<file path="config.mk">
export PLATFORM = sky130hd
export DESIGN_NAME = round_robin_task_scheduler_core
export DESIGN_NICKNAME = d
export VERILOG_FILES = /design/src/design/rrts_pkg.sv /design/src/design/rrts_ctrl.sv /design/src/design/rrts_dp.sv /design/src/design/round_robin_task_scheduler_core.sv
export SDC_FILE = /design/constraint.sdc
export NUM_CORES = 2
export LEC_CHECK = 0
export BUFFER_PORTS_ARGS = -buffer_cell sky130_fd_sc_hd__buf_4
export CELL_PAD_IN_SITES_DETAIL_PLACEMENT = 1
export CELL_PAD_IN_SITES_GLOBAL_PLACEMENT = 1
export CORE_ASPECT_RATIO = 1.25
export CORE_MARGIN = 2
export CORE_UTILIZATION = 50
export CTS_CLUSTER_DIAMETER = 150
export DETAILED_ROUTE_END_ITERATION = 10
export MAX_ROUTING_LAYER = met4
export PLACE_DENSITY = 0.8
export SLEW_MARGIN = 20
export SYNTH_ARGS = -nofsm -noshare
export SYNTH_HDL_FRONTEND = slang
export SYNTH_HIERARCHICAL = 1
export SYNTH_SLANG_ARGS = --single-unit
</file>
<file path="constraint.sdc">
create_clock -name clk -period 5 [get_ports clk]
set_input_delay 1.25 -clock clk [delete_from_list [all_inputs] [get_ports clk]]
set_output_delay 1.25 -clock clk [all_outputs]
set_load 0.03 [all_outputs]
</file>
<file path="src/design/rrts_pkg.sv">
// Shared codes and control structures for the round-robin task scheduler.
// Used by the controller, the datapath and the top level; depends on nothing.
package rrts_pkg;

	localparam logic [2:0] FN_CREATE = 3'd0;
	localparam logic [2:0] FN_SCHED = 3'd1;
	localparam logic [2:0] FN_BLOCK = 3'd2;
	localparam logic [2:0] FN_WAKE_ONE = 3'd3;
	localparam logic [2:0] FN_WAKE_ALL = 3'd4;
	localparam logic [2:0] FN_EXIT = 3'd5;

	localparam logic [1:0] RS_OK = 2'd0;
	localparam logic [1:0] RS_NO_SLOT = 2'd1;
	localparam logic [1:0] RS_IGNORED = 2'd2;
	localparam logic [1:0] RS_HALTED = 2'd3;

	localparam logic [1:0] SS_FREE = 2'd0;
	localparam logic [1:0] SS_READY = 2'd1;
	localparam logic [1:0] SS_BLOCKED = 2'd2;
	localparam logic [1:0] SS_RETIRED = 2'd3;

	localparam int IN_BITS = 40;
	localparam int OUT_BITS = 64;

	typedef struct packed {
		logic accept;
		logic dispatch;
		logic scan;
		logic walk;
		logic wake;
		logic finish;
	} rrts_cmd_t;

	typedef struct packed {
		logic       halted;
		logic [2:0] func;
		logic       blk_fail;
		logic       scan_end;
		logic       walk_end;
		logic       wake_end;
		logic       out_free;
	} rrts_stat_t;

endpackage

</file>
<file path="src/design/rrts_ctrl.sv">
// Controller state machine of the round-robin task scheduler.
// Uses rrts_pkg; drives the datapath through rrts_cmd_t and reads rrts_stat_t.
module rrts_ctrl import rrts_pkg::*; (
	input  logic       clk,
	input  logic       arst_n,
	input  logic       in_valid,
	output logic       idle,
	output rrts_cmd_t  cmd,
	input  rrts_stat_t stat
);

	localparam logic [2:0] S_IDLE = 3'd0;
	localparam logic [2:0] S_DISP = 3'd1;
	localparam logic [2:0] S_SCAN = 3'd2;
	localparam logic [2:0] S_WALK = 3'd3;
	localparam logic [2:0] S_WAKE = 3'd4;
	localparam logic [2:0] S_FIN = 3'd5;

	logic [2:0] state_q, state_d;

	always_comb begin
		state_d = state_q;
		cmd = '0;
		case (state_q)
			S_IDLE: begin
				if (in_valid) begin
					cmd.accept = 1'b1;
					state_d = stat.halted ? S_FIN : S_DISP;
				end
			end
			S_DISP: begin
				cmd.dispatch = 1'b1;
				case (stat.func)
					FN_CREATE: state_d = S_SCAN;
					FN_BLOCK: state_d = stat.blk_fail ? S_FIN : S_WALK;
					FN_EXIT: state_d = S_WALK;
					FN_WAKE_ONE, FN_WAKE_ALL: state_d = S_WAKE;
					default: state_d = S_FIN;
				endcase
			end
			S_SCAN: begin
				cmd.scan = 1'b1;
				if (stat.scan_end) state_d = S_FIN;
			end
			S_WALK: begin
				cmd.walk = 1'b1;
				if (stat.walk_end) state_d = S_FIN;
			end
			S_WAKE: begin
				cmd.wake = 1'b1;
				if (stat.wake_end) state_d = S_FIN;
			end
			S_FIN: begin
				if (stat.out_free) begin
					cmd.finish = 1'b1;
					state_d = S_IDLE;
				end
			end
			default: state_d = S_IDLE;
		endcase
	end

	assign idle = (state_q == S_IDLE);

	always_ff @(posedge clk or negedge arst_n) begin
		if (!arst_n) begin
			state_q <= S_IDLE;
		end else begin
			state_q <= state_d;
		end
	end

endmodule

</file>
<file path="src/design/rrts_dp.sv">
// Datapath of the round-robin task scheduler: slot table, lists, result register.
// Uses rrts_pkg; steered by rrts_ctrl through rrts_cmd_t.
module rrts_dp import rrts_pkg::*; #(
	parameter int MAX_TASKS = 16
) (
	input  logic                  clk,
	input  logic                  arst_n,
	input  rrts_cmd_t             cmd,
	output rrts_stat_t            stat,
	input  logic [2:0]            in_func,
	input  logic [31:0]           in_channel,
	output logic                  out_valid,
	input  logic                  out_ready,
	output logic [OUT_BITS-1:0]   out_data
);

	localparam int IW = (MAX_TASKS > 1) ? $clog2(MAX_TASKS) : 1;
	localparam int SW = $clog2(MAX_TASKS + 1);
	localparam logic [SW-1:0] NIL = SW'(MAX_TASKS);
	localparam logic [SW-1:0] LAST = SW'(MAX_TASKS - 1);

	logic [1:0]    sstat_q [MAX_TASKS];
	logic [SW-1:0] ring_q [MAX_TASKS];
	logic [SW-1:0] wlink_q [MAX_TASKS];
	logic [31:0]   chan_q [MAX_TASKS];
	logic [31:0]   ident_q [MAX_TASKS];

	logic [SW-1:0] head_q, run_q, whead_q, ret_q, wtot_q;
	logic [31:0]   idc_q;
	logic          halt_q;

	logic [2:0]    func_q;
	logic [31:0]   ch_q;
	logic [SW-1:0] p_q, wprev_q, n_q;
	logic [1:0]    res_st_q;
	logic [SW-1:0] res_prev_q, res_new_q, res_woken_q;
	logic          out_valid_q;
	logic [OUT_BITS-1:0] out_q;

	logic [SW-1:0] run_nxt, walk_q, hn, wnxt, mr_s, id_sel;
	logic [IW-1:0] run_i, head_i, p_i, wc_i, n_i, mr_i, ret_i, wprev_i;
	logic          head_ok, blk_fail, found, wfail, wactive, match, scan_free;
	logic          do_ready;
	logic [1:0]    out_st;
	logic [3:0]    out_cur, out_prev;
	logic          out_sw;
	logic [31:0]   out_id;

	always_comb begin
		run_i = run_q[IW-1:0];
		head_i = head_q[IW-1:0];
		p_i = p_q[IW-1:0];
		wc_i = p_q[IW-1:0];
		n_i = n_q[IW-1:0];
		ret_i = ret_q[IW-1:0];
		wprev_i = wprev_q[IW-1:0];
		run_nxt = ring_q[run_i];
		head_ok = head_q < NIL;
		hn = ring_q[head_i];
		blk_fail = (sstat_q[run_i] != SS_READY) || (run_nxt == run_q) || !(run_nxt < NIL);
		// Ring predecessor search; p_q walks the ring from the running slot.
		walk_q = ring_q[p_i];
		found = (walk_q < NIL) && (walk_q == run_q);
		wfail = !(walk_q < NIL) || (!found && n_q == LAST);
		// Blocked list walk; p_q doubles as the list cursor.
		wactive = (n_q != NIL) && (p_q < NIL);
		wnxt = wlink_q[wc_i];
		match = chan_q[wc_i] == ch_q;
		scan_free = sstat_q[n_i] == SS_FREE;
		do_ready = (cmd.scan && scan_free) || (cmd.wake && wactive && match);
		mr_s = cmd.scan ? n_q : p_q;
		mr_i = mr_s[IW-1:0];
	end

	always_comb begin
		stat.halted = halt_q;
		stat.func = func_q;
		stat.blk_fail = blk_fail;
		stat.scan_end = scan_free || (n_q == LAST);
		stat.walk_end = wfail || found;
		stat.wake_end = !wactive || (match && func_q == FN_WAKE_ONE);
		stat.out_free = !out_valid_q || out_ready;
	end

	always_ff @(posedge clk or negedge arst_n) begin
		if (!arst_n) begin
			for (int i = 0; i < MAX_TASKS; i++) begin
				sstat_q[i] <= (i < 2) ? SS_READY : SS_FREE;
				ring_q[i] <= (i == 0) ? SW'(1) : '0;
				wlink_q[i] <= NIL;
				chan_q[i] <= '0;
				ident_q[i] <= (i == 1) ? 32'd1 : 32'd0;
			end
			head_q <= '0;
			run_q <= '0;
			whead_q <= NIL;
			ret_q <= NIL;
			idc_q <= 32'd2;
			wtot_q <= '0;
			halt_q <= 1'b0;
		end else begin
			if (cmd.dispatch && func_q == FN_SCHED) begin
				if (ret_q < NIL) sstat_q[ret_i] <= SS_FREE;
				ret_q <= NIL;
				if (run_nxt != run_q && run_nxt < NIL) run_q <= run_nxt;
			end
			if (cmd.scan && scan_free) begin
				ident_q[n_i] <= idc_q;
				idc_q <= idc_q + 32'd1;
			end
			if (cmd.walk && func_q == FN_BLOCK && !wfail && found) begin
				ring_q[p_i] <= run_nxt;
				if (head_q == run_q) head_q <= run_nxt;
				ring_q[run_i] <= '0;
				wlink_q[run_i] <= whead_q;
				chan_q[run_i] <= ch_q;
				sstat_q[run_i] <= SS_BLOCKED;
				whead_q <= run_q;
				wtot_q <= wtot_q + SW'(1);
				run_q <= run_nxt;
			end
			if (cmd.walk && func_q == FN_EXIT) begin
				if (wfail || p_q == run_q && found) begin
					halt_q <= 1'b1;
				end else if (found) begin
					if (ret_q < NIL) sstat_q[ret_i] <= SS_FREE;
					ring_q[p_i] <= run_nxt;
					if (head_q == run_q) head_q <= run_nxt;
					sstat_q[run_i] <= SS_RETIRED;
					ret_q <= run_q;
					run_q <= run_nxt;
				end
			end
			if (cmd.wake && wactive && match) begin
				if (wprev_q < NIL) wlink_q[wprev_i] <= wnxt;
				else whead_q <= wnxt;
				if (wtot_q != '0) wtot_q <= wtot_q - SW'(1);
			end
			// Moving a slot onto the ring right after its head.
			if (do_ready) begin
				sstat_q[mr_i] <= SS_READY;
				chan_q[mr_i] <= '0;
				wlink_q[mr_i] <= NIL;
				if (!head_ok) begin
					ring_q[mr_i] <= mr_s;
					head_q <= mr_s;
				end else begin
					ring_q[mr_i] <= hn;
					ring_q[head_i] <= mr_s;
				end
			end
		end
	end

	// Per-item working registers; they need no reset.
	always_ff @(posedge clk) begin
		if (cmd.accept) begin
			func_q <= in_func;
			ch_q <= in_channel;
			res_st_q <= halt_q ? RS_HALTED : RS_OK;
			res_prev_q <= halt_q ? '0 : run_q;
			res_new_q <= '0;
			res_woken_q <= '0;
		end
		if (cmd.dispatch) begin
			n_q <= '0;
			p_q <= (func_q == FN_WAKE_ONE || func_q == FN_WAKE_ALL) ? whead_q : run_q;
			wprev_q <= NIL;
			case (func_q)
				FN_CREATE, FN_EXIT, FN_WAKE_ONE, FN_WAKE_ALL: ;
				FN_SCHED: if (run_nxt == run_q || !(run_nxt < NIL)) res_st_q <= RS_IGNORED;
				FN_BLOCK: if (blk_fail) res_st_q <= RS_IGNORED;
				default: res_st_q <= RS_IGNORED;
			endcase
		end
		if (cmd.scan) begin
			if (scan_free) res_new_q <= n_q;
			else if (n_q == LAST) res_st_q <= RS_NO_SLOT;
			n_q <= n_q + SW'(1);
		end
		if (cmd.walk) begin
			if (wfail || (func_q == FN_EXIT && found && p_q == run_q))
				res_st_q <= (func_q == FN_EXIT) ? RS_HALTED : RS_IGNORED;
			p_q <= walk_q;
			n_q <= n_q + SW'(1);
		end
		if (cmd.wake && wactive) begin
			if (match) res_woken_q <= res_woken_q + SW'(1);
			else wprev_q <= p_q;
			p_q <= wnxt;
			n_q <= n_q + SW'(1);
		end
	end

	always_comb begin
		id_sel = (func_q == FN_CREATE && res_st_q == RS_OK) ? res_new_q : run_q;
		out_st = res_st_q;
		out_prev = 4'(res_prev_q);
		if (halt_q) begin
			out_cur = '0;
			out_sw = 1'b0;
			out_id = '0;
		end else begin
			out_cur = 4'(run_q);
			out_sw = run_q != res_prev_q;
			out_id = ident_q[id_sel[IW-1:0]];
		end
	end

	always_ff @(posedge clk or negedge arst_n) begin
		if (!arst_n) begin
			out_valid_q <= 1'b0;
		end else if (cmd.finish) begin
			out_valid_q <= 1'b1;
		end else if (out_ready) begin
			out_valid_q <= 1'b0;
		end
	end

	always_ff @(posedge clk) begin
		if (cmd.finish) begin
			out_q <= {7'd0, 5'(wtot_q), 5'(res_woken_q), 4'(res_new_q), out_id, out_sw,
				out_prev, out_cur, out_st};
		end
	end

	assign out_valid = out_valid_q;
	assign out_data = out_q;

endmodule

</file>
<file path="src/design/round_robin_task_scheduler_core.sv">
// Top level of the round-robin task scheduler: controller plus datapath.
// Uses rrts_pkg, rrts_ctrl and rrts_dp.
//
// The block takes one scheduler call per word on the slave stream (s_*) and
// returns one result word per call on the master stream (m_*). A call is
// create, schedule, block current, wake one, wake all or exit current; the
// result tells the status, the running slot before and after, whether a
// switch happened, a task id, the slot of a created task, the number of
// tasks woken and the blocked list length.
// Calls are handled one at a time. Schedule, unknown and at once refused block
// calls go straight to the result (so do all calls once halted), create scans
// for a free slot, block and exit walk the ring for the predecessor, and wakes
// walk the blocked list; every walk steps one entry per cycle.
// s_tready is high while the controller is idle, so a new word is taken even
// while a finished result still waits in the output register; that call then
// waits at its last step until m_tready frees the register.
// After reset slot 0 runs the main task (id 0), slot 1 holds the idle task
// (id 1), and no task is blocked. After the last task exits the block stays
// halted and answers every call with the halted status until reset.
module round_robin_task_scheduler_core import rrts_pkg::*; #(
	parameter int MAX_TASKS = 16
) (
	input  logic                clk,
	input  logic                arst_n,
	input  logic                s_tvalid,
	output logic                s_tready,
	// func [2:0], channel [34:3], zero pad [39:35]
	input  logic [IN_BITS-1:0]  s_tdata,
	output logic                m_tvalid,
	input  logic                m_tready,
	// status [1:0], current_slot [5:2], prev_slot [9:6], switched [10],
	// task_id [42:11], new_slot [46:43], woken_count [51:47],
	// blocked_count [56:52], zero pad [63:57]
	output logic [OUT_BITS-1:0] m_tdata
);

	rrts_cmd_t  cmd;
	rrts_stat_t stat;
	logic       idle;

	rrts_ctrl u_ctrl (
		.clk(clk),
		.arst_n(arst_n),
		.in_valid(s_tvalid),
		.idle(idle),
		.cmd(cmd),
		.stat(stat)
	);

	rrts_dp #(.MAX_TASKS(MAX_TASKS)) u_dp (
		.clk(clk),
		.arst_n(arst_n),
		.cmd(cmd),
		.stat(stat),
		.in_func(s_tdata[2:0]),
		.in_channel(s_tdata[34:3]),
		.out_valid(m_tvalid),
		.out_ready(m_tready),
		.out_data(m_tdata)
	);

	assign s_tready = idle;

	// A call keeps the controller busy, so no second word is taken while it is in progress.
	a_one_at_a_time: assert property (@(posedge clk) disable iff (!arst_n)
		s_tvalid && s_tready |=> !s_tready)
		else $error("second word accepted while a call is in progress");

	// A halted answer carries no running slot, switch or id.
	a_halted_empty: assert property (@(posedge clk) disable iff (!arst_n)
		m_tvalid && m_tdata[1:0] == RS_HALTED |->
		m_tdata[5:2] == 4'd0 && m_tdata[10] == 1'b0 && m_tdata[42:11] == 32'd0)
		else $error("halted result carries task data");

	// Only a successful call may switch tasks.
	a_switch_ok: assert property (@(posedge clk) disable iff (!arst_n)
		m_tvalid && m_tdata[10] |-> m_tdata[1:0] == RS_OK)
		else $error("task switch reported with a failing status");

	// Only wake calls report woken tasks, and a result word is produced only
	// while the controller is busy or just finished.
	a_woken_only_wake: assert property (@(posedge clk) disable iff (!arst_n)
		cmd.finish && stat.func != FN_WAKE_ONE && stat.func != FN_WAKE_ALL |=>
		m_tdata[51:47] == 5'd0)
		else $error("woken tasks reported by a call that is no wake");

endmodule

</file>
==> flow_summary.yaml <==
run_status:
  status: "finished, final reports clean"
die:
  die_h_um: 425.4
  die_x_um: 341.2
  dieArea_sq_mm: 0.1451
  core_area_sq_mm: 0.1410
  rows: 154
  start_util: 0.5037
  ios: 110
sta:
  slew_headroom: 0.2485
  post-route-period-util: 0.9822
  setup_viol: 0
  drv_slew: 0
  fmax_mhz: 203.6
  rsz0062_at_grt: "no"
  finalSetupTns_ns: 0
  hold_viol: 0
  fin_worst_skew_ns: 0.03373
  max_slew.worst_pin.slew_ns: 1.096
  min_period_ns: 4.911
synthesis:
  synth_cell_types: 85
  synth_area_leaders: "dfrtp_1 44%, mux2_2 9.2%, nand2_1 7.3%"
  yosysTopAreaCell: "dfrtp_1"
  syn_area_sq_mm: 0.07104
  synthTopCellsByCount: "1377 x nand2_1, 1255 x dfrtp_1, 590 x a21oi_1"
  synth-seq-cells: 1401
  synthDominantCellAreaShare: 0.4420
  synth_edf_count: 107
  ys_warn_count: 6
  ys_seq_area_frac: 0.5003
  avgSynthCellArea_sq_um: 10.36
  synth_most_common_cell: "nand2_1"
  syn_inst: 6858
  synth_flop_cell: "dfrtp_1"
  async_reset_ff_frac: 0.9122
cts:
  path_clk_slew_ns: 0.06
  h-tree-depth: 4
  cts_buffer_depth: 3
  cts_made_buffers: 148
  cts-resized-gates: 0
  tritoncts: "yes"
  clock-root-buffer: "clkbuf_16"
  cts_setup_buffers: 0
  insertion_delay_ns: 0.84
  clock_sink_count: 1401
  cts_hold_buf: 0
cells_and_area:
  layout.nets: 6838
  fin_area_sq_mm: 0.08091
  multi_input_comb_area_sq_mm: 0.03308
  area_growth_pct: 13.89
  register_area_sq_mm: 0.03555
  fillers: 14750
  drive_above_1_share: 0.2275
global_routing:
  grt_pass1_wl_mm: 419.2
  first_global_vias: 65300
  overflow: 0
  antenna_found_initial: 3
  grt_usage: 0.3968
  grt_max_degree: 153
placed_design:
  place_hpwl_mm: 170.7
  gp_congestion: 0.9948
  place_area_sq_mm: 0.07559
  portBuffers: 97
setup_path:
  path_max_fanout: 36
  cp.arrival_ns: 5.59
  start_kind: "flop"
  critical_path_class: "flop to flop"
  critPathCaptureType: "flop"
  worstPathRequired_ns: 5.68
detailed_routing:
  ant_nets: 0
  first_pass_iters: 6
  routed_wl_mm: 280.1
  drc: 0
  wire_per_inst_um: 31.89
  avgViaCountPerCell: 6.844
  vias: 60130
  drtIter0Drc: 6479
power_and_ir_drop:
  p_per_area_mw_per_mm2: 463.3
  cellLeakagePower_uw: 0.03507
  ir_drop_uv: 515.7
flow_run:
  cap_violations: 0
min_path:
  hold_class: "primary input to asynchronous set/reset pin"
## critical path, stage by stage, from the launching register on
cell	delay, ns
edfxtp_1	0.44
buf_12	0.21
buf_4	0.28
nor2_2	0.57
a22oi_1	0.30
a21o_1	0.24
a221oi_1	0.50
a22oi_1	0.16
a2111oi_2	0.39
buf_4	0.24
nand4_1	0.11
buf_4	0.22
and2_4	0.26
buf_12	0.21
nor2_4	0.14
buf_12	0.29
a21oi_1	0.10
## registers in the layout, summed over array words and instances, names as in the netlist, 5 cells and up
signal / cells
u_dp/ch_q: 32
u_dp/chan_q: 512
u_dp/head_q: 5
u_dp/idc_q: 32
u_dp/ident_q: 512
u_dp/n_q: 5
u_dp/out_data: 57
u_dp/p_q: 5
u_dp/res_prev_q: 5
u_dp/res_woken_q: 5
u_dp/ret_q: 5
u_dp/ring_q: 80
u_dp/run_q: 5
u_dp/sstat_q: 32
u_dp/whead_q: 5
u_dp/wlink_q: 80
u_dp/wprev_q: 5
u_dp/wtot_q: 5
## layout make-up
type                            instances  share of cell area
Antenna cell                            3          0.00009278
Sequential cell                      1401              0.4394
Timing Repair Buffer                  449             0.05598
Clock buffer                          218             0.05414
Clock inverter                         58             0.01133
Inverter                               27            0.001253
Tap cell                             1872             0.02895
Multi-Input combinational cell       4757              0.4089
## through the flow
stage | power (uW) | util | hold slack [ns] | std cells | setup WS, ns
after global routing | 38430 | 0.5736 | 0.4218 | 8784 | 0.1169
after CTS | 37180 | 0.5735 | 0.3796 | 8780 | 0.08813
after detailed placement | 25000 | 0.5359 | 0.4559 | 8504 | 0.1970
after global placement | 24770 | 0.5359 | 0.4456 | 8504 | 0.2189
after floorplan | 19980 | - | 0.4274 | 6864 | 0.5167
final | 37490 | 0.5737 | 0.3836 | 8785 | 0.08894
## path summary, 6_finish.rpt
check / startpoint / endpoint / slack (ns) / cells past startpoint
max in group asynchronous: arst_n / u_dp/ident_q[360] / 3.22 / 2
max reg2reg: u_dp/p_q[1] / u_dp/chan_q[276] / 0.09 / 16
min in group clk: u_dp/res_prev_q[1] / u_dp/out_data[7] / 0.47 / 0
min reg2reg: u_dp/res_prev_q[1] / u_dp/out_data[7] / 0.47 / 0
max: u_dp/p_q[1] / u_dp/chan_q[276] / 0.09 / 16
min: arst_n / u_dp/wlink_q[45] / 0.38 / 1
## placed cells by master (no fill, tap or decap), drive strengths merged, types with 25 or more instances in the layout
| cell type | netlist | final |
|---|---|---|
| nor2b | 45 | 45 |
| clkbuf | 502 | 218 |
| o22ai | 93 | 93 |
| buf | 177 | 449 |
| dfrtp | 1255 | 1255 |
| and3 | 37 | 37 |
| edfxtp | 107 | 107 |
| xnor2 | 73 | 73 |
| nand2b | 31 | 31 |
| nand2 | 1378 | 1378 |
| clkinv | 1 | 32 |
| a22o | 27 | 27 |
| a311oi | 64 | 64 |
| nor2 | 219 | 219 |
| a21oi | 590 | 590 |
| mux4 | 169 | 169 |
| mux2 | 580 | 580 |
| o21ai | 91 | 91 |
| nand3 | 131 | 131 |
| xor2 | 25 | 25 |
| a31oi | 72 | 72 |
| a211oi | 311 | 311 |
| inv | 26 | 34 |
| and2 | 165 | 165 |
| nor3 | 67 | 67 |
| a22oi | 169 | 169 |
| mux2i | 212 | 212 |
## logic make-up (layout without fill, tap and decap cells)
logic type                 count (synthesis)  count (layout)  synth area share
DFF                                     1401            1401            0.5003
AOI/OAI and AO/OA                       1524            1524            0.1376
muxes                                    961             961            0.1754
other                                      1              10        0.00005278
and+or+nand+nor                         2157            2157            0.1326
buffers and inverters                    706             752           0.04021
adders and majority gates                 10              10          0.001761
xor gates and xnor gates                  98              98           0.01208
## report_power, final
group          internal, uW  leakage [uW]  total (uW)  switching, uW
combinational          3910        0.0136       12000           8050
sequential            12300        0.0189       13400           1140
clock                  7070       0.00260       12100           5010
total                 23300        0.0351       37500          14200
## layer usage
metal	GRT usage	up-vias	part of all wire
met5	-	-	0
met4	0.2871	0	0.085
met3	0.07570	1442	0.078
met2	0.6391	3359	0.48
met1	0.4424	30960	0.35
li1	-	24370	-
(Power assumes the default switching activity.)
